<file path="config.mk">
export PLATFORM = sky130hd
export DESIGN_NAME = crc32_frame_receiver
export DESIGN_NICKNAME = d
export VERILOG_FILES = /design/src/rtl/core/cfr_pkg.sv /design/src/rtl/core/crc32_frame_receiver.sv /design/src/rtl/core/cfr_apb_regs.sv /design/src/rtl/core/cfr_parser.sv /design/src/rtl/core/cfr_out_buf.sv
export SDC_FILE = /design/constraint.sdc
export NUM_CORES = 1
export LEC_CHECK = 0
export BUFFER_PORTS_ARGS = -buffer_cell sky130_fd_sc_hd__buf_2
export CAP_MARGIN = 40
export CORE_UTILIZATION = 35
export CTS_CLUSTER_DIAMETER = 120
export DETAILED_ROUTE_END_ITERATION = 6
export GPL_ROUTABILITY_DRIVEN = 0
export GPL_TIMING_DRIVEN = 0
export SLEW_MARGIN = 20
export SYNTH_ARGS = -nofsm -noshare
export SYNTH_HDL_FRONTEND = slang
export SYNTH_SLANG_ARGS = --single-unit
export TNS_END_PERCENT = 20
</file>
<file path="constraint.sdc">
create_clock -name clk -period 6 [get_ports clk]
set_clock_uncertainty 0.2 [all_clocks]
set_input_delay 0.6 -clock clk [delete_from_list [all_inputs] [get_ports clk]]
set_output_delay 0.6 -clock clk [all_outputs]
set_load 0.05 [all_outputs]
</file>
<file path="src/rtl/core/cfr_pkg.sv">
// Shared types, constants and the byte-wide CRC-32 function for the
// CRC-32 frame receiver. No dependencies.
package cfr_pkg;

    localparam int IDX_W = 13;

    typedef enum logic [1:0] {
        PH_HUNT,
        PH_HEADER,
        PH_PAYLOAD,
        PH_CRC
    } cfr_phase_t;

    typedef enum logic [2:0] {
        ST_OK,
        ST_BAD_SYNC,
        ST_TOO_LONG,
        ST_CRC_ERR,
        ST_TRUNCATED
    } cfr_status_t;

    typedef enum logic [1:0] {
        ACT_PASS,
        ACT_PING,
        ACT_RESET
    } cfr_action_t;

    localparam logic [1:0] REG_SYNC  = 2'd0;
    localparam logic [1:0] REG_LIMIT = 2'd1;
    localparam logic [1:0] REG_PING  = 2'd2;
    localparam logic [1:0] REG_RESET = 2'd3;

    localparam logic [15:0] SYNC_RST  = 16'h0000;
    localparam logic [12:0] LIMIT_RST = 13'd4096;
    localparam logic [7:0]  PING_RST  = 8'd1;
    localparam logic [7:0]  RESET_RST = 8'd2;

    localparam logic [31:0] CRC_POLY = 32'hEDB8_8320;
    localparam logic [31:0] CRC_INIT = 32'hFFFF_FFFF;

    typedef struct packed {
        logic [15:0] sync_pattern;
        logic [12:0] payload_limit;
        logic [7:0]  ping_code;
        logic [7:0]  reset_code;
    } cfr_cfg_t;

    typedef struct packed {
        logic        kind;
        logic [7:0]  data_byte;
        cfr_status_t status;
        logic [15:0] sequence_res;
        logic [15:0] length;
        logic [7:0]  frame_type;
        logic [7:0]  frame_flags;
        logic [31:0] frame_crc;
        cfr_action_t control_action;
        logic [15:0] next_rx_sequence;
    } cfr_result_t;

    function automatic logic [31:0] crc_byte(input logic [31:0] c_in, input logic [7:0] b);
        logic [31:0] c;
        c = c_in ^ {24'h0, b};
        for (int k = 0; k < 8; k++)
        begin
            c = c[0] ? ((c >> 1) ^ CRC_POLY) : (c >> 1);
        end
        return c;
    endfunction

endpackage

</file>
<file path="src/rtl/core/crc32_frame_receiver.sv">
// CRC-32 frame receiver: one received byte per transaction in, payload bytes and
// end-of-frame reports out. Each result is formed combinationally and registered
// in the output buffer. Throughput is one byte per cycle, set by the byte-wide
// CRC update in the parser. Input is held off only while both result buffer
// entries wait on the output. Reset (rst_n low, asynchronous) returns to hunting,
// clears the expected sequence and loads the register defaults.
module crc32_frame_receiver #(
    parameter int MAX_PAYLOAD = 4096
) (
    input  logic         clk,
    input  logic         rst_n,
    input  logic         s_tvalid,
    output logic         s_tready,
    input  logic [7:0]   s_tdata,   // [7:0] rx_byte
    input  logic         s_tuser,   // [0] frame_start
    output logic         m_tvalid,
    input  logic         m_tready,
    // [7:0] data_byte, [10:8] status, [26:11] sequence_res, [42:27] length,
    // [50:43] frame_type, [58:51] frame_flags, [90:59] frame_crc,
    // [92:91] control_action, [108:93] next_rx_sequence, [111:109] zero
    output logic [111:0] m_tdata,
    output logic         m_tuser,   // [0] kind
    input  logic         psel,
    input  logic         penable,
    input  logic         pwrite,
    input  logic [3:0]   paddr,
    input  logic [31:0]  pwdata,
    output logic [31:0]  prdata,
    output logic         pready
);

    cfr_pkg::cfr_cfg_t    cfg;
    cfr_pkg::cfr_result_t res;
    cfr_pkg::cfr_result_t out_res;
    logic                 res_valid;
    logic                 space;
    logic                 in_accept;

    assign s_tready  = space;
    assign in_accept = s_tvalid & s_tready;

    cfr_apb_regs u_regs (
        .clk     (clk),
        .rst_n   (rst_n),
        .psel    (psel),
        .penable (penable),
        .pwrite  (pwrite),
        .paddr   (paddr),
        .pwdata  (pwdata),
        .prdata  (prdata),
        .pready  (pready),
        .cfg     (cfg)
    );

    cfr_parser #(
        .MAX_PAYLOAD (MAX_PAYLOAD)
    ) u_parser (
        .clk         (clk),
        .rst_n       (rst_n),
        .in_accept   (in_accept),
        .rx_byte     (s_tdata),
        .frame_start (s_tuser),
        .cfg         (cfg),
        .res_valid   (res_valid),
        .res         (res)
    );

    cfr_out_buf u_out (
        .clk       (clk),
        .rst_n     (rst_n),
        .push      (res_valid),
        .push_data (res),
        .space     (space),
        .out_valid (m_tvalid),
        .out_ready (m_tready),
        .out_data  (out_res)
    );

    assign m_tuser = out_res.kind;
    assign m_tdata = {3'b000,
                      out_res.next_rx_sequence,
                      out_res.control_action,
                      out_res.frame_crc,
                      out_res.frame_flags,
                      out_res.frame_type,
                      out_res.length,
                      out_res.sequence_res,
                      out_res.status,
                      out_res.data_byte};

endmodule

</file>
<file path="src/rtl/core/cfr_apb_regs.sv">
// APB configuration registers of the CRC-32 frame receiver.
// Depends on cfr_pkg for register indexes, reset values and the config struct.
module cfr_apb_regs (
    input  logic             clk,
    input  logic             rst_n,
    input  logic             psel,
    input  logic             penable,
    input  logic             pwrite,
    input  logic [3:0]       paddr,
    input  logic [31:0]      pwdata,
    output logic [31:0]      prdata,
    output logic             pready,
    output cfr_pkg::cfr_cfg_t cfg
);

    cfr_pkg::cfr_cfg_t cfg_reg;
    cfr_pkg::cfr_cfg_t cfg_next;
    logic              wr_en;

    assign pready = 1'b1;
    assign wr_en  = psel & penable & pwrite & pready;
    assign cfg    = cfg_reg;

    always_comb
    begin
        cfg_next = cfg_reg;
        if (wr_en)
        begin
            case (paddr[3:2])
                cfr_pkg::REG_SYNC:  cfg_next.sync_pattern  = pwdata[15:0];
                cfr_pkg::REG_LIMIT: cfg_next.payload_limit = pwdata[12:0];
                cfr_pkg::REG_PING:  cfg_next.ping_code     = pwdata[7:0];
                cfr_pkg::REG_RESET: cfg_next.reset_code    = pwdata[7:0];
                default:            cfg_next = cfg_reg;
            endcase
        end
    end

    always_comb
    begin
        case (paddr[3:2])
            cfr_pkg::REG_SYNC:  prdata = {16'h0, cfg_reg.sync_pattern};
            cfr_pkg::REG_LIMIT: prdata = {19'h0, cfg_reg.payload_limit};
            cfr_pkg::REG_PING:  prdata = {24'h0, cfg_reg.ping_code};
            cfr_pkg::REG_RESET: prdata = {24'h0, cfg_reg.reset_code};
            default:            prdata = 32'h0;
        endcase
    end

    always_ff @(posedge clk or negedge rst_n)
    begin
        if (!rst_n)
        begin
            cfg_reg.sync_pattern  <= cfr_pkg::SYNC_RST;
            cfg_reg.payload_limit <= cfr_pkg::LIMIT_RST;
            cfg_reg.ping_code     <= cfr_pkg::PING_RST;
            cfg_reg.reset_code    <= cfr_pkg::RESET_RST;
        end
        else
        begin
            cfg_reg <= cfg_next;
        end
    end

endmodule

</file>
<file path="src/rtl/core/cfr_parser.sv">
// Frame parser of the CRC-32 frame receiver: header capture, CRC update and
// frame checks, one byte per cycle while in_accept is high. Depends on cfr_pkg.
module cfr_parser #(
    parameter int MAX_PAYLOAD = 4096
) (
    input  logic                 clk,
    input  logic                 rst_n,
    input  logic                 in_accept,
    input  logic [7:0]           rx_byte,
    input  logic                 frame_start,
    input  cfr_pkg::cfr_cfg_t    cfg,
    output logic                 res_valid,
    output cfr_pkg::cfr_result_t res
);

    localparam logic [15:0] MaxPay = 16'(MAX_PAYLOAD);
    localparam logic [cfr_pkg::IDX_W-1:0] IdxSyncLo = cfr_pkg::IDX_W'(1);
    localparam logic [cfr_pkg::IDX_W-1:0] IdxSeqHi  = cfr_pkg::IDX_W'(2);
    localparam logic [cfr_pkg::IDX_W-1:0] IdxSeqLo  = cfr_pkg::IDX_W'(3);
    localparam logic [cfr_pkg::IDX_W-1:0] IdxLenHi  = cfr_pkg::IDX_W'(4);
    localparam logic [cfr_pkg::IDX_W-1:0] IdxLenLo  = cfr_pkg::IDX_W'(5);
    localparam logic [cfr_pkg::IDX_W-1:0] IdxType   = cfr_pkg::IDX_W'(6);

    cfr_pkg::cfr_phase_t         phase_reg, phase_next;
    logic [cfr_pkg::IDX_W-1:0]   idx_reg, idx_next;
    logic [31:0]                 crc_acc_reg, crc_acc_next;
    logic [31:0]                 crc_rx_reg, crc_rx_next;
    logic [7:0]                  sync_hi_reg, sync_hi_next;
    logic                        sync_bad_reg, sync_bad_next;
    logic [15:0]                 seq_reg, seq_next;
    logic [15:0]                 len_reg, len_next;
    logic [7:0]                  type_reg, type_next;
    logic [7:0]                  flags_reg, flags_next;
    logic [15:0]                 exp_seq_reg, exp_seq_next;
    logic [15:0]                 limit;
    logic [15:0]                 idx_inc;
    logic [31:0]                 crc_upd;

    assign limit   = ({3'b0, cfg.payload_limit} > MaxPay) ? MaxPay : {3'b0, cfg.payload_limit};
    assign idx_inc = 16'(idx_reg) + 16'd1;
    assign crc_upd = cfr_pkg::crc_byte(crc_acc_reg, rx_byte);

    always_comb
    begin
        phase_next   = phase_reg;
        idx_next     = idx_reg;
        crc_acc_next = crc_acc_reg;
        crc_rx_next  = crc_rx_reg;
        sync_hi_next = sync_hi_reg;
        sync_bad_next = sync_bad_reg;
        seq_next     = seq_reg;
        len_next     = len_reg;
        type_next    = type_reg;
        flags_next   = flags_reg;
        exp_seq_next = exp_seq_reg;
        res_valid    = 1'b0;
        res.kind             = 1'b0;
        res.data_byte        = 8'h0;
        res.status           = cfr_pkg::ST_OK;
        res.sequence_res     = seq_reg;
        res.length           = len_reg;
        res.frame_type       = type_reg;
        res.frame_flags      = flags_reg;
        res.frame_crc        = 32'h0;
        res.control_action   = cfr_pkg::ACT_PASS;
        res.next_rx_sequence = exp_seq_reg;

        if (in_accept)
        begin
            if (frame_start)
            begin
                if (phase_reg != cfr_pkg::PH_HUNT)
                begin
                    res_valid  = 1'b1;
                    res.kind   = 1'b1;
                    res.status = cfr_pkg::ST_TRUNCATED;
                end
                phase_next    = cfr_pkg::PH_HEADER;
                idx_next      = IdxSyncLo;
                crc_acc_next  = cfr_pkg::crc_byte(cfr_pkg::CRC_INIT, rx_byte);
                crc_rx_next   = 32'h0;
                sync_hi_next  = rx_byte;
                sync_bad_next = 1'b0;
                seq_next      = 16'h0;
                len_next      = 16'h0;
                type_next     = 8'h0;
                flags_next    = 8'h0;
            end
            else
            begin
                case (phase_reg)
                    cfr_pkg::PH_HEADER:
                    begin
                        crc_acc_next = crc_upd;
                        idx_next     = idx_inc[cfr_pkg::IDX_W-1:0];
                        case (idx_reg)
                            IdxSyncLo: sync_bad_next = ({sync_hi_reg, rx_byte} != cfg.sync_pattern);
                            IdxSeqHi:  seq_next  = {rx_byte, 8'h0};
                            IdxSeqLo:  seq_next  = {seq_reg[15:8], rx_byte};
                            IdxLenHi:  len_next  = {rx_byte, 8'h0};
                            IdxLenLo:  len_next  = {len_reg[15:8], rx_byte};
                            IdxType:   type_next = rx_byte;
                            default:
                            begin
                                flags_next      = rx_byte;
                                res.frame_flags = rx_byte;
                                idx_next        = '0;
                                if (sync_bad_reg)
                                begin
                                    phase_next = cfr_pkg::PH_HUNT;
                                    idx_next   = idx_reg;
                                    res_valid  = 1'b1;
                                    res.kind   = 1'b1;
                                    res.status = cfr_pkg::ST_BAD_SYNC;
                                end
                                else if (len_reg > limit)
                                begin
                                    phase_next = cfr_pkg::PH_HUNT;
                                    idx_next   = idx_reg;
                                    res_valid  = 1'b1;
                                    res.kind   = 1'b1;
                                    res.status = cfr_pkg::ST_TOO_LONG;
                                end
                                else if (len_reg == 16'h0)
                                begin
                                    phase_next = cfr_pkg::PH_CRC;
                                end
                                else
                                begin
                                    phase_next = cfr_pkg::PH_PAYLOAD;
                                end
                            end
                        endcase
                    end
                    cfr_pkg::PH_PAYLOAD:
                    begin
                        crc_acc_next = crc_upd;
                        idx_next     = idx_inc[cfr_pkg::IDX_W-1:0];
                        if (idx_inc >= len_reg)
                        begin
                            idx_next   = '0;
                            phase_next = cfr_pkg::PH_CRC;
                        end
                        res_valid     = 1'b1;
                        res.data_byte = rx_byte;
                    end
                    cfr_pkg::PH_CRC:
                    begin
                        crc_rx_next = crc_rx_reg | ({24'h0, rx_byte} << {idx_reg[1:0], 3'b000});
                        idx_next    = idx_inc[cfr_pkg::IDX_W-1:0];
                        if (idx_reg[1:0] == 2'd3)
                        begin
                            phase_next    = cfr_pkg::PH_HUNT;
                            idx_next      = '0;
                            res_valid     = 1'b1;
                            res.kind      = 1'b1;
                            res.frame_crc = crc_rx_next;
                            if (crc_rx_next != ~crc_acc_reg)
                            begin
                                res.status = cfr_pkg::ST_CRC_ERR;
                            end
                            else
                            begin
                                exp_seq_next = seq_reg + 16'd1;
                                if (type_reg == cfg.ping_code)
                                begin
                                    res.control_action = cfr_pkg::ACT_PING;
                                end
                                else if (type_reg == cfg.reset_code)
                                begin
                                    res.control_action = cfr_pkg::ACT_RESET;
                                    exp_seq_next       = 16'h0;
                                end
                                res.next_rx_sequence = exp_seq_next;
                            end
                        end
                    end
                    default:
                    begin
                        phase_next = phase_reg;
                    end
                endcase
            end
        end
    end

    always_ff @(posedge clk or negedge rst_n)
    begin
        if (!rst_n)
        begin
            phase_reg    <= cfr_pkg::PH_HUNT;
            idx_reg      <= '0;
            crc_acc_reg  <= cfr_pkg::CRC_INIT;
            crc_rx_reg   <= 32'h0;
            sync_hi_reg  <= 8'h0;
            sync_bad_reg <= 1'b0;
            seq_reg      <= 16'h0;
            len_reg      <= 16'h0;
            type_reg     <= 8'h0;
            flags_reg    <= 8'h0;
            exp_seq_reg  <= 16'h0;
        end
        else
        begin
            phase_reg    <= phase_next;
            idx_reg      <= idx_next;
            crc_acc_reg  <= crc_acc_next;
            crc_rx_reg   <= crc_rx_next;
            sync_hi_reg  <= sync_hi_next;
            sync_bad_reg <= sync_bad_next;
            seq_reg      <= seq_next;
            len_reg      <= len_next;
            type_reg     <= type_next;
            flags_reg    <= flags_next;
            exp_seq_reg  <= exp_seq_next;
        end
    end

    a_hunt_silent: assert property (@(posedge clk) disable iff (!rst_n)
        (in_accept && !frame_start && phase_reg == cfr_pkg::PH_HUNT) |-> !res_valid)
        else $error("result produced while hunting");

    a_payload_ok: assert property (@(posedge clk) disable iff (!rst_n)
        (res_valid && !res.kind) |-> (res.status == cfr_pkg::ST_OK
            && res.control_action == cfr_pkg::ACT_PASS))
        else $error("payload result with report fields set");

    a_action_ok: assert property (@(posedge clk) disable iff (!rst_n)
        (res_valid && res.control_action != cfr_pkg::ACT_PASS) |-> (res.status == cfr_pkg::ST_OK))
        else $error("control action on a failed frame");

endmodule

</file>
<file path="src/rtl/core/cfr_out_buf.sv">
// Two-entry result buffer that decouples the parser from the output stream.
// Depends on cfr_pkg for the result struct.
module cfr_out_buf (
    input  logic                 clk,
    input  logic                 rst_n,
    input  logic                 push,
    input  cfr_pkg::cfr_result_t push_data,
    output logic                 space,
    output logic                 out_valid,
    input  logic                 out_ready,
    output cfr_pkg::cfr_result_t out_data
);

    cfr_pkg::cfr_result_t entry_reg [2];
    logic                 wr_ptr_reg, wr_ptr_next;
    logic                 rd_ptr_reg, rd_ptr_next;
    logic [1:0]           count_reg, count_next;
    logic                 pop;

    assign space     = (count_reg != 2'd2);
    assign out_valid = (count_reg != 2'd0);
    assign out_data  = entry_reg[rd_ptr_reg];
    assign pop       = out_valid & out_ready;

    always_comb
    begin
        wr_ptr_next = wr_ptr_reg ^ push;
        rd_ptr_next = rd_ptr_reg ^ pop;
        count_next  = count_reg + {1'b0, push} - {1'b0, pop};
    end

    always_ff @(posedge clk)
    begin
        if (push)
        begin
            entry_reg[wr_ptr_reg] <= push_data;
        end
    end

    always_ff @(posedge clk or negedge rst_n)
    begin
        if (!rst_n)
        begin
            wr_ptr_reg <= 1'b0;
            rd_ptr_reg <= 1'b0;
            count_reg  <= 2'd0;
        end
        else
        begin
            wr_ptr_reg <= wr_ptr_next;
            rd_ptr_reg <= rd_ptr_next;
            count_reg  <= count_next;
        end
    end

    a_no_overflow: assert property (@(posedge clk) disable iff (!rst_n)
        push |-> (count_reg != 2'd2 || pop))
        else $error("push into a full buffer");

    a_count_range: assert property (@(posedge clk) disable iff (!rst_n)
        count_reg != 2'd3)
        else $error("buffer count out of range");

    a_ptr_match: assert property (@(posedge clk) disable iff (!rst_n)
        (count_reg == 2'd0 || count_reg == 2'd2) |-> (wr_ptr_reg == rd_ptr_reg))
        else $error("buffer pointers disagree with count");

endmodule
</file>
**Word level (Yosys, flattened, before mapping)**

Memories as Yosys holds them, arrays and structs flattened.
Index checks and enable logic that the tools add are counted.

- Flip-flop bits (word level): 201
- Memory bits (writable): 220
- Input port bits: 52
- Output and inout port bits: 148
- Word-level logic and storage cells: 198
- Memories: 1

Memory list:

| name | words | bits a word | rd ports | clocked after Yosys merged registers in | wr ports | line | RTL |
|---|---|---|---|---|---|---|---|
| u_out.entry_reg | 2 | 110 | 1 | 0 | 1 | cfr_out_buf.sv:14 | `cfr_pkg::cfr_result_t entry_reg [2];` |

- Add/sub/neg operators: 4
- Magnitude comparators: 3
- Eq/ne operators: 25
- Shift-type cells: 1
- Muxes and demuxes: 84
- Bitwise logic cells: 28
- Reductions and logical operators: 32

Operators with widths:

| operator | count |
|---|---|
| $mux W32 | 20 |
| $not A13 Y14 | 16 |
| $pmux W32 S4 | 1 |
| $mux W58 | 2 |
| $mux W50 | 2 |
| $mux W16 | 6 |
| $mux W13 | 7 |
| $mux W8 | 8 |
| $pmux W16 S2 | 2 |
| $eq A13 B3 Y1 const B | 3 |
| $pmux W13 S3 | 1 |
| $ne A32 B32 Y1 | 1 |
| $not A32 Y32 | 1 |
| $not A8 Y32 | 1 |
| $or A32 B32 Y32 | 1 |
| $shl A8 B5 Y32 | 1 |
| $xor A32 B8 Y32 | 1 |
| $eq A13 B2 Y1 const B | 2 |
| $mux W2 | 10 |
| $mux W18 | 1 |
| $reduce_bool A2 Y1 | 9 |
| $add A16 B1 Y16 const B | 1 |
| $eq A8 B8 Y1 | 2 |
| $ge A16 B16 Y1 | 1 |
| other kinds (33) | 77 |

**Depth between registers and ports, before layout**

Gate-level depths: netlist of the first run.

- Depth after elaboration: 19
- Mapped depth: 17
- Gate-level depth less buffers: 15

**By module**

Synthesis of the first run repeated with hierarchy kept, for this count alone.

- Cell total of the unflattened synthesis: 1727
- Area total of the unflattened synthesis: 21270.4 um^2

By module, submodules not included:

| module | instances | cells an instance | area an instance (um^2) |
|---|---|---|---|
| cfr_parser | 1 | 1216 | 10861.7 |
| cfr_out_buf | 1 | 360 | 8176.6 |
| cfr_apb_regs | 1 | 146 | 2199.6 |
| crc32_frame_receiver | 1 | 5 | 32.5 |

**Worst setup path after synthesis of the first run**

No wires, ideal clock.

- Kind: reg-to-reg
- Start point: register u_regs.cfg_reg, in the netlist u_regs.cfg[28]
- End point: memory u_out.entry_reg[0][0] (netlist bit) (enable)
- Library setup time: 0.482 ns
- Arrival: 4.996 ns
- Setup slack: 0.321 ns
- Stages on the path, launching flop included: 13
- Path buffers: 1
- Path through: dfstp_2 -> inv_1 -> clkbuf_1 -> nand2_1 -> ha_1 -> and4_1 -> nand4_1 -> a21oi_1 -> o41a_1 -> o21ai_0 -> a21boi_0 -> a211oi_1 -> ha_1

- Word-level cells in the longest chain between the ends: 11

Ends and longest elaborated chain:

| element | line | RTL |
|---|---|---|
| from (decl) | cfr_apb_regs.sv:16 | `cfr_pkg::cfr_cfg_t cfg_reg;` |
| from (signal assigned) | cfr_apb_regs.sv:61 | `cfg_reg <= cfg_next;` |
| $gt A13 B13 Y1 | cfr_parser.sv:39 | `assign limit = ({3'b0, cfg.payload_limit} > MaxPay) ? MaxPay : {3'b0, cfg.payload_limit};` |
| $mux W13 (*) | cfr_parser.sv:39 |  |
| $gt A16 B16 Y1 (*) | cfr_parser.sv:116 | `else if (len_reg > limit)` |
| $mux W1 (*) | cfr_parser.sv:116 |  |
| $mux W1 (*) | cfr_parser.sv:108 | `if (sync_bad_reg)` |
| $mux W1 (*) | cfr_parser.sv:96 | `case (idx_reg)` |
| $pmux W1 S3 (*) | cfr_parser.sv:91 | `case (phase_reg)` |
| $mux W1 (*) | cfr_parser.sv:70 | `if (frame_start)` |
| $mux W1 (*) | cfr_parser.sv:68 | `if (in_accept)` |
| $mux W1 (*) | cfr_out_buf.sv:34 | `if (push)` |
| $mux W1 (not written as such) (*) | cfr_out_buf.sv:36 | `entry_reg[wr_ptr_reg] <= push_data;` |
| to (decl) | cfr_out_buf.sv:14 |  |

Every way passes the cells marked *; elsewhere a longest branch is shown, timed or not.

**Worst setup path in the final report of the first run**

- Start point: register u_parser.idx_reg[0] (netlist bit)
- End point: register u_parser.idx_reg[6] (netlist bit)

- Word-level cells in the longest chain between the ends: 5
- Elaborated cells between the ends (all ways): 18
- Those cells by class: add/sub (1); order compare (1); eq/ne (9); mux (5); reduce/logical (2)

Ends and longest elaborated chain:

| element | line | RTL |
|---|---|---|
| from (decl) | cfr_parser.sv:25 | `logic [cfr_pkg::IDX_W-1:0] idx_reg, idx_next;` |
| from (signal assigned) | cfr_parser.sv:206 | `idx_reg <= idx_next;` |
| $add A13 B1 Y14 (tied with other cells) | cfr_parser.sv:40 | `assign idx_inc = 16'(idx_reg) + 16'd1;` |
| $ge A16 B16 Y1 / $reduce_or A6 Y1 (equally long branches) | -- |  |
| $mux W13 (on tied branches) | cfr_parser.sv:139, cfr_parser.sv:96 |  |
| $pmux W13 S3 | cfr_parser.sv:91 |  |
| $mux W13 | cfr_parser.sv:70 |  |

Parallel ways exist; a longest one is shown, timed or not.
A chain may end at the register's enable or synchronous reset.

==> run summary, run 1 <==
Place WS - 700.0 ps
Synthesis warning total - 0
Critical Path Sink - u_parser.idx_reg[6]
Core area - 0.06025 mm^2
Async set or reset register ratio after synthesis - 47.74%
R2R depth - 16
Largest net degree at the start of global routing - 99
Slew margin rel. - 42.51%
Final period util - 90.16%
CP Capture Type - register
Post CTS Setup Buffer Count - 0
Antenna Cells - 0
Drt pass-1 iters - 7
Final setup fails - 0
Vias after detailed routing - 15507
Tightest Pin Transition - 856.3 ps
Post-CTS sizing - 0
Leak pwr - 9.884 nW
Critical path class - reg -> reg
Maximum VDD drop - 0.0001982 V
Tmin final - 5409 ps
Synth unique cells - 75
Rows - 90
CTS tree - built
Residual DRC - 4
Max Root-Sink Buffers - 3
Inserted Clock Buffers - 45
Adder-cell share of the synthesized area - 2.406%
Worst setup SP type - register
Hold Fails Final Rpt - 0
Multiplexer share of the synthesized area - 12.48%
Seq/Total Area, Yosys - 54.79%
Post-Syn Area - 0.02132 mm^2
Cell count after synthesis - 1816
Arrival @ worst endpoint - 5670 ps
Htree depth - 2
Die Ht - 248.8 um
Iter 0 DRT Violations - 1554
Dpl cells - 2785
Largest family of logic cells by synthesized area - multiplexers
Final WS setup - 590.6 ps
Synth Flop Type - edfxtp_1
Maxcap violations - 0
Root Driver - clkbuf_16
Via density - 5.396
# IOs - 200
Syn Area/Cell - 11.74 um^2
Max Fanout on Critical Path - 10
Final non-filler cell total - 2874
Width of the die - 248.8 um
Yosys reg bits - 421
RR Startpoint - u_parser.idx_reg[0]
HP Class - in -> reg
Total Wirelength - 61.92 mm
HPWL after DPL - 45.54 mm
Nets@finish - 2148
I/O Buffers - 152
Capturing point of the worst reg2reg path - u_parser.idx_reg[6]
Clk sinks - 421
Synth Area in Compound Gates - 9.056%
FMAX - 0.1849 GHz
Failing checks - design-rule violations
Share of layout cells above drive strength 1 - 26.63%
Critical path startpoint - u_parser.idx_reg[0]
Gr usage total - 19.77%
Clock input transition at the sequential cells of the worst setup and hold paths - 60 ps
Pins Over Slew Limit - 0
CP required - 6260 ps
Initial antenna violation count - 3
First-pass GRT wire length - 94.23 mm
Post-synth EDFFs - 220
Syn-to-layout area delta - 17.28%
Area share of xor/xnor cells in the synthesized design - 7.870%
PwrDens - 529.7 mW/mm^2
Clk_lat worst skew - 600 ps
Initial Utilization - 35.39%
RSZ-0062 raised after global routing - false
Die area - 0.06190 mm^2
Flop-to-flop setup slack - 590 ps
Drt wl/cell - 21.55 um
Vias in the first global route - 15311
GRT overflow - 0
Status - finished with violations
Post-DRT Antenna Nets - 0
Max FFs per register - 220
Post-Synth Simple-Gate Area - 9.408%
## logic make-up (layout without fill, tap and decap cells)
group / Yosys count / in the layout
AOI/OAI and AO/OA: 313 / 313
other: 2 / 20
DFF: 421 / 421
and+or+nand+nor: 436 / 436
buffers and inverters: 186 / 444
adders and majority gates: 41 / 41
xor gates and xnor gates: 187 / 187
muxes: 230 / 230
## worst max-delay path, cell delays in order (launching register included)
cell and delay, ps:
dfrtp_1 410, buf_4 210, and2_1 140, buf_4 160, clkbuf_1 570, nand4_1 300, or3_1 500, nor2_1 150
xnor2_1 110, ha_1 300, nand4_1 90, a2111oi_0 650, nand2_1 100, o21ai_0 490, a21oi_1 380, a21bo_1 280
a22o_1 220
## report_power, final
group / total (mW) / internal, mW / switching (mW)
logic: 6.07 / 2.16 / 3.91
registers: 4.36 / 3.83 / 0.531
clock network: 2.81 / 1.63 / 1.19
## per-stage QoR
| stage | power, mW | TNS, ps | cell area [um^2] | hold slack (ps) | utilization [%] |
|---|---|---|---|---|---|
| 5_1_grt | 13.89 | 0 | 25000 | 47.27 | 41.50 |
| 3_3_place_gp | 10.31 | -431810 | 23130 | 262.8 | 38.39 |
| 2_1_floorplan | 8.815 | 0 | 21390 | 104.4 | - |
| 3_5_place_dp | 10.40 | 0 | 23430 | 241.5 | 38.89 |
| 4_1_cts | 13.25 | 0 | 24960 | 32.05 | 41.43 |
| 6_report | 13.24 | 0 | 25000 | 61.43 | 41.50 |
## area by class of cell
class                      instances  area (um^2)
sequential                       421        11680
clock inverter                    21        171.4
inverter                          50        187.7
multi-input combinational       1227         8887
tap                              782        978.4
timing repair buffer             174         1094
clock buffer                      63         1348
buffer                           136        656.9
fill                            5677        35240
## placed cells by master (no fill, tap or decap), types with 21 or more instances in the layout
cell type / synthesis / layout
a22oi_1: 21 / 21
nand4_1: 35 / 35
buf_4: 24 / 24
nand2_1: 141 / 141
o21ai_0: 86 / 86
clkbuf_1: 82 / 88
dfrtp_1: 166 / 166
a21oi_1: 101 / 101
edfxtp_1: 220 / 220
nand3_1: 29 / 29
nor2_1: 148 / 148
dfstp_2: 35 / 35
ha_1: 41 / 39
clkbuf_16: 0 / 48
buf_2: 15 / 167
xnor2_1: 133 / 133
inv_1: 49 / 49
mux2_2: 202 / 202
xor2_1: 51 / 51
## worst min-delay path by stage
stage / end / depth (start not counted) / slack [ps] / start
after floorplan: u_out.count_reg[0] / 0 / 100 / rst_n
after global placement: u_parser.exp_seq_reg[5] / 1 / 260 / u_parser.exp_seq_reg[5]
after detailed placement: u_parser.exp_seq_reg[5] / 1 / 240 / rst_n
after CTS: u_regs.cfg[28] / 3 / 30 / pwdata[12]
after global routing: u_regs.cfg[28] / 3 / 50 / pwdata[12]
final: u_regs.cfg[42] / 2 / 60 / pwdata[13]
## synth_stat cells (3+ instances only)
library cell | instances | area, um^2
nand4_1 | 35 | 219.0
inv_1 | 49 | 183.9
mux2_1 | 4 | 45.04
dfstp_2 | 35 | 919.6
a22oi_1 | 21 | 157.7
a211o_1 | 4 | 35.03
dfrtp_1 | 166 | 4154
or2_2 | 7 | 43.79
a211oi_1 | 17 | 127.6
o211ai_1 | 7 | 52.55
nor2b_1 | 7 | 43.79
nand2_1 | 141 | 529.3
o22ai_1 | 13 | 81.33
a222oi_1 | 3 | 30.03
o41ai_1 | 8 | 70.07
buf_6 | 5 | 56.30
buf_2 | 15 | 75.07
buf_1 | 10 | 37.54
nand3_1 | 29 | 145.1
a31oi_1 | 7 | 43.79
or3_1 | 8 | 50.05
nor3_1 | 9 | 45.04
o31ai_1 | 4 | 30.03
and2_1 | 9 | 56.30
mux2i_1 | 16 | 160.2
edfxtp_1 | 220 | 6606
a21boi_0 | 5 | 37.54
nor4_1 | 11 | 68.82
mux2_2 | 202 | 2275
a2111oi_0 | 4 | 35.03
o21ai_0 | 86 | 430.4
a21oi_1 | 101 | 505.5
ha_1 | 41 | 513.0
buf_4 | 24 | 180.2
nand2b_1 | 7 | 43.79
nor2_1 | 148 | 555.5
a22o_1 | 11 | 96.34
xor2_1 | 51 | 446.7
xnor2_1 | 133 | 1165
and3_1 | 11 | 68.82
clkbuf_1 | 82 | 307.8
mux4_2 | 8 | 180.2
## layer usage
| metal | track usage, % | wire length (um) | vias to the layer above | share of wire, % |
|---|---|---|---|---|
| met1 | 26.20 | 25940 | 7744 | 42 |
| met4 | 7.382 | 2043 | 4 | 3.3 |
| met3 | 3.239 | 4261 | 130 | 6.9 |
| met2 | 32.45 | 29650 | 673 | 48 |
| li1 | - | - | 6956 | - |
| met5 | 0 | 27 | - | 0.044 |
## timing repair
action | CTS | global route
setup endpoints to repair | 0 | 0
hold endpoints to repair | 19 | 0
hold buffers | 1 | 0
Note: power is estimated with default switching activity, not from simulation.
==> inputs of run 2 (changes only) <==
Settings changed: PLACE_DENSITY_LB_ADDON set to 0.1.
==> run 2 against run 1 <==
The flow now finishes without violations. Hold slack got worse by 27 ps. Clock power rose by 11%. Routed wire length rose by 5.6%. First-iteration DRC count fell by 22%. Sequential power barely moved. Sequential share of layout area fell by 0.42 points. Combinational power rose by 0.8%. Critical path depth did not move. Critical path type unchanged. Largest cell class unchanged.
==> run summary, run 2 (synthesis gave the netlist of run 1 again) <==
Status - completed
Syn-to-layout area delta - 18.35%
Clk sinks - 421 (unchanged)
Nets@finish - 2157 (+0.42%)
Area after DPL - 0.02350 mm^2 (+0.30%)
Max Root-Sink Buffers - 3 (unchanged)
Rows - 90 (unchanged)
Most common cell after layout, fill and taps aside - edfxtp_1
Post CTS Setup Buffer Count - 0 (unchanged)
# IOs - 200 (unchanged)
Htree depth - 2 (unchanged)
Initial antenna violation count - 2 (-1)
NetSw - 5.720 mW (+1.7%)
Initial Utilization - 35.39% (unchanged)
Die area - 0.06190 mm^2 (unchanged)
Design area - 0.02523 mm^2 (+0.92%)
Multi-input gate area - 0.008887 mm^2 (unchanged)
Gr usage total - 20.92% (+1.2 points)
Slew margin rel. - 40.32% (-2.2 points)
Width of the die - 248.8 um (unchanged)
Post-DRT Antenna Nets - 0 (unchanged)
Residual DRC - 0 (-4)
R2R depth - 16 (unchanged)
HP Class - in -> reg
Pins Over Slew Limit - 0 (unchanged)
Share of layout cells above drive strength 1 - 26.62% (about the same)
Net Sw Frac - 42.09% (-0.40 points)
Iter 0 DRT Violations - 1205 (-22%)
GRT overflow - 0 (unchanged)
Capturing point of the worst reg2reg path - u_parser.idx_reg[5]
Final setup fails - 0 (unchanged)
Final period util - 94.20% (+4.0 points)
Leak pwr - 9.973 nW (+0.90%)
Vias in the first global route - 15101 (-1.4%)
Core area - 0.06025 mm^2 (unchanged)
Maximum VDD drop - 0.0002311 V (+17%)
Root Driver - clkbuf_16
Drt pass-1 iters - 6 (-1)
Hold Startpoint - pwdata[14]
HPWL after DPL - 47.65 mm (+4.6%)
Commonest non-fill, non-tap cells in the layout - 220 x edfxtp_1, 202 x mux2_2, 169 x buf_2
Maxcap violations - 0 (unchanged)
CTS tree - built
CP Capture Type - register
RSZ-0062 raised after global routing - false
Arrival @ worst endpoint - 5890 ps (+220 ps)
Largest net degree at the start of global routing - 90 (-9.1%)
Max FFs per register - 220 (unchanged)
FMAX - 0.1769 GHz (-4.3%)
Worst setup SP type - register
Antenna Cells - 0 (unchanged)
Cell-internal power - 7.870 mW (+3.3%)
Dpl cells - 2788 (+0.11%)
Tmin final - 5652 ps (+242.8 ps)
Max Fanout on Critical Path - 10 (unchanged)
RR Startpoint - u_parser.idx_reg[0]
Layout filler cell count - 5726 (+0.86%)
PwrDens - 538.6 mW/mm^2 (+1.7%)
Combinational power share - 45.0% (-0.9 points)
Clock input transition at the sequential cells of the worst setup and hold paths - 60 ps (about the same)
Die Ht - 248.8 um (unchanged)
Clock network power share - 22.9% (+1.7 points)
Final non-filler cell total - 2886 (+0.42%)
Clk_lat worst skew - 600 ps (about the same)
Hold Path End - u_regs.cfg[43]
CP required - 6240 ps (-20 ps)
Flop-to-flop setup slack - 350 ps (-240 ps)
Inserted Clock Buffers - 49 (+8.9%)
Seq pwr share - 32.1% (-0.8 points)
Hold depth - 2 (unchanged)
Register Area - 0.01168 mm^2 (unchanged)
Drt wl/cell - 22.66 um (+5.2%)
Total Wirelength - 65.39 mm (+5.6%)
Hold Fails Final Rpt - 0 (unchanged)
Via density - 5.265 (-2.4%)
I/O Buffers - 152 (unchanged)
Vias after detailed routing - 15194 (-2.0%)
Critical path class - reg -> reg
Tightest Pin Transition - 887.1 ps (+30.83 ps)
First-pass GRT wire length - 97.82 mm (+3.8%)
## run 2: cell type report
cell class / instances / area share [%]
Tap cell: 782 / 3.878
Timing Repair Buffer: 179 / 4.641
Inverter: 50 / 0.7438
Clock buffer: 61 / 5.242
Clock inverter: 30 / 1.379
Sequential cell: 421 / 46.29
Multi-Input combinational cell: 1227 / 35.22
Buffer: 136 / 2.603
## run 2: worst max-delay path by stage
stage / start / endpoint / slack [ps] / depth (start not counted)
5_1_grt: u_parser.idx_reg[0] / u_parser.idx_reg[5] / 60 / 16
3_3_place_gp: u_regs.cfg[28] / u_out.entry_reg[0][36] / -2230 / 12
6_report: u_parser.idx_reg[0] / u_parser.idx_reg[5] / 350 / 16
4_1_cts: u_parser.idx_reg[0] / u_parser.idx_reg[6] / 450 / 16
3_5_place_dp: u_parser.idx_reg[0] / u_parser.idx_reg[6] / 480 / 16
2_1_floorplan: u_regs.cfg[28] / u_out.entry_reg[0][0] / 320 / 12
## run 2: routing by layer
| layer | share of wire, % | routed length [um] | global-route usage, % |
|---|---|---|---|
| met4 | 2.7 | 1775 | 6.264 |
| met2 | 47 | 30650 | 33.77 |
| met1 | 45 | 29200 | 28.87 |
| met5 | 0.050 | 33 | 0 |
| met3 | 5.7 | 3728 | 3.333 |
## run 2: metrics by stage
step                setup slack, ps  setup TNS, ps  hold slack, ps  utilization [%]  total power, mW
floorplan                     321.5              0           104.4                -            8.815
global placement              -2228        -487430           262.9            38.39            10.45
detailed placement            481.4              0           280.6            39.01            10.50
CTS                           449.9              0           2.765            41.80            13.66
global route                  59.39              0           21.60            41.88            14.29
finish                        347.8              0           34.75            41.88            13.59
## run 2: critical path: stages (launching register included)
cell and delay, ps:
dfrtp_1 410, buf_4 210, and2_1 140, buf_4 160, clkbuf_1 570, nand4_1 320, or3_1 510, nor2_1 140
xnor2_1 110, ha_1 310, nand4_1 90, a2111oi_0 700, nand2_1 120, o21ai_0 560, a21oi_1 170, o21ai_0 600
o22ai_1 160
## run 2: repair_timing
item,CTS,global route
resized for setup,0,0
hold endpoints to repair,33,0
hold buffers,1,0
## run 2: power by group through the flow
stage               combinational, mW  clock, mW  sequential, mW
finish                           6.12       3.11            4.36
global placement                 6.00          0            4.45
detailed placement               6.09          0            4.41
CTS                              6.12       3.19            4.35
floorplan                        4.63          0            4.19
global route                     6.58       3.29            4.42
==> inputs of run 3 (changes only) <==
Settings changed: CORE_UTILIZATION 35 to 30.
==> run 3 against run 2 <==
Cell count rose by 5.8%. First-iteration DRC count is 5.1% higher. Register-to-register slack improved by 40 ps. Routed wire length is 5.4% higher. Sequential power about the same. Critical path depth unchanged. Highest routed layer is now met4.
==> run summary, run 3 (synthesis gave the netlist of run 1 again) <==
Clk_lat worst skew - 600 ps (about the same)
Arrival @ worst endpoint - 5860 ps (-30 ps)
FMAX - 0.1783 GHz (+0.79%)
Die area - 0.07214 mm^2 (+17%)
Flop-to-flop setup slack - 390 ps (+40 ps)
Clk sinks - 421 (unchanged)
Final period util - 93.46% (-0.74 points)
Tmin final - 5608 ps (-44.34 ps)
Total power - 14.04 mW (+3.3%)
Cell-internal power - 8.193 mW (+4.1%)
Hold Fails Final Rpt - 0 (unchanged)
# IOs - 200 (unchanged)
Initial Utilization - 30.39% (-5.0 points)
Drt pass-1 iters - 5 (-1)
Antenna Cells - 0 (unchanged)
Commonest non-fill, non-tap cells in the layout - 220 x edfxtp_1, 202 x mux2_2, 167 x buf_2
Core area - 0.07015 mm^2 (+16%)
Initial antenna violation count - 0 (-2)
Max Root-Sink Buffers - 3 (unchanged)
Syn-to-layout area delta - 20.41%
Root Driver - clkbuf_16
Rows - 97 (+7.8%)
Iter 0 DRT Violations - 1266 (+5.1%)
Drt wl/cell - 22.59 um (-0.31%)
Post-CTS sizing - 0 (unchanged)
Final setup fails - 0 (unchanged)
Share of layout cells above drive strength 1 - 26.80% (+0.18 points)
Status - completed
Htree depth - 2 (unchanged)
Hold depth - 2 (unchanged)
R2R depth - 16 (unchanged)
PwrDens - 546.9 mW/mm^2 (+1.5%)
Nets@finish - 2162 (+0.23%)
Vias in the first global route - 15296 (+1.3%)
Inserted Clock Buffers - 51 (+4.1%)
Most common cell after layout, fill and taps aside - edfxtp_1
Vias after detailed routing - 15257 (+0.41%)
Layout filler cell count - 7044 (+23%)
Area after DPL - 0.02374 mm^2 (+1.0%)
Place WS - 466.7 ps (-14.67 ps)
Hold Startpoint - pwdata[14]
RR Startpoint - u_parser.idx_reg[0]
Layout Utilization - 36.59% (-5.3 points)
Hold Path End - u_regs.cfg[43]
HPWL after DPL - 50.53 mm (+6.0%)
Maximum VDD drop - 0.0002221 V (-3.9%)
Dpl cells - 2951 (+5.8%)
Capturing point of the worst reg2reg path - u_parser.idx_reg[5]
Via density - 4.999 (-5.0%)
Leak pwr - 10.11 nW (+1.4%)
First-pass GRT wire length - 101.1 mm (+3.3%)
Net Sw Frac - 41.64% (-0.45 points)
CP required - 6260 ps (+20 ps)
CTS tree - built
Slew margin rel. - 42.73% (+2.4 points)
Post CTS Setup Buffer Count - 0 (unchanged)
Seq pwr share - 31.1% (-1.0 points)
Design area - 0.02567 mm^2 (+1.7%)
Total Wirelength - 68.94 mm (+5.4%)
Largest net degree at the start of global routing - 85 (-5.6%)
CTS Hold Bufs - 3 (+2)
Final WS setup - 392.1 ps (+44.34 ps)
Critical path class - reg -> reg
Die Ht - 268.6 um (+7.9%)
NetSw - 5.846 mW (+2.2%)
I/O Buffers - 152 (unchanged)
Final non-filler cell total - 3052 (+5.8%)
Residual DRC - 0 (unchanged)
Worst setup SP type - register
GRT overflow - 0 (unchanged)
Tightest Pin Transition - 859.1 ps (-27.96 ps)
Combinational power share - 44.2% (-0.8 points)
Post-DRT Antenna Nets - 0 (unchanged)
Pins Over Slew Limit - 0 (unchanged)
Maxcap violations - 0 (unchanged)
HP Class - in -> reg
Gr usage total - 19.04% (-1.9 points)
CP Capture Type - register
Width of the die - 268.6 um (+7.9%)
Clock network power share - 24.7% (+1.8 points)
RSZ-0062 raised after global routing - false
Clock input transition at the sequential cells of the worst setup and hold paths - 60 ps (about the same)
Max FFs per register - 220 (unchanged)
Max Fanout on Critical Path - 10 (unchanged)
## run 3: changes by cell type in the layout (fill, tap and decap cells not counted), sizes merged
cell,before,now
buf,231,232
bufinv,7,11
clkbuf,144,156
clkinv,16,10
clkinvlp,7,1
dlygate4sd3,1,3
inv,50,51
## run 3: worst max path at each step
stage                                    from                     end  slack [ps]  cells past startpoint
final                     u_parser.idx_reg[0]     u_parser.idx_reg[5]         390                     16
after global routing      u_parser.idx_reg[0]     u_parser.idx_reg[5]         130                     16
after CTS                 u_parser.idx_reg[0]     u_parser.idx_reg[5]         470                     16
after detailed placement  u_parser.idx_reg[0]     u_parser.idx_reg[5]         470                     16
after global placement         u_regs.cfg[28]  u_out.entry_reg[1][36]       -2510                     12
after floorplan                u_regs.cfg[28]   u_out.entry_reg[0][0]         320                     12
## run 3: layer usage
| metal | vias up | GRT usage (%) | share of wire, % |
|---|---|---|---|
| li1 | 6989 | - | - |
| met1 | 7666 | 26.05 | 45 |
| met2 | 498 | 30.70 | 46 |
| met3 | 104 | 3.224 | 5.7 |
| met4 | 0 | 5.789 | 2.8 |
| met5 | - | 0 | 0 |
## run 3: stage by stage
stage                     TNS (ps)  hold slack, ps
after global routing             0           24.11
final                            0           38.39
after detailed placement         0           274.6
after CTS                        0           2.457
after floorplan                  0           104.4
after global placement     -545020           262.7
## run 3: worst max-delay path, cell delays in order (launching register included)
cell and delay, ps:
dfrtp_1 410, buf_4 210, and2_1 140, buf_4 170, clkbuf_1 600, nand4_1 320, or3_1 520, nor2_1 140
xnor2_1 100, ha_1 300, nand4_1 80, a2111oi_0 670, nand2_1 100, o21ai_0 540, a21oi_1 180, o21ai_0 610
o22ai_1 160
## run 3: final cells by class
cell class,instances,area [um^2],share of cell area (%)
inverters,50,187.7,0.7311
well taps,940,1176,4.582
plain buffers,136,656.9,2.559
clock buffers,73,1473,5.737
flip-flops and latches,421,11680,45.50
multi-input cells,1227,8887,34.62
repair buffers,182,1201,4.679
clock inverters,23,409.1,1.594
## run 3: power groups by stage
| stage | Sequential [mW] | Clock [mW] | Combinational [mW] |
|---|---|---|---|
| after floorplan | 4.19 | 0 | 4.63 |
| after global placement | 4.47 | 0 | 6.08 |
| after detailed placement | 4.42 | 0 | 6.20 |
| after CTS | 4.37 | 3.55 | 6.23 |
| after global routing | 4.43 | 3.67 | 6.67 |
| final | 4.37 | 3.46 | 6.20 |
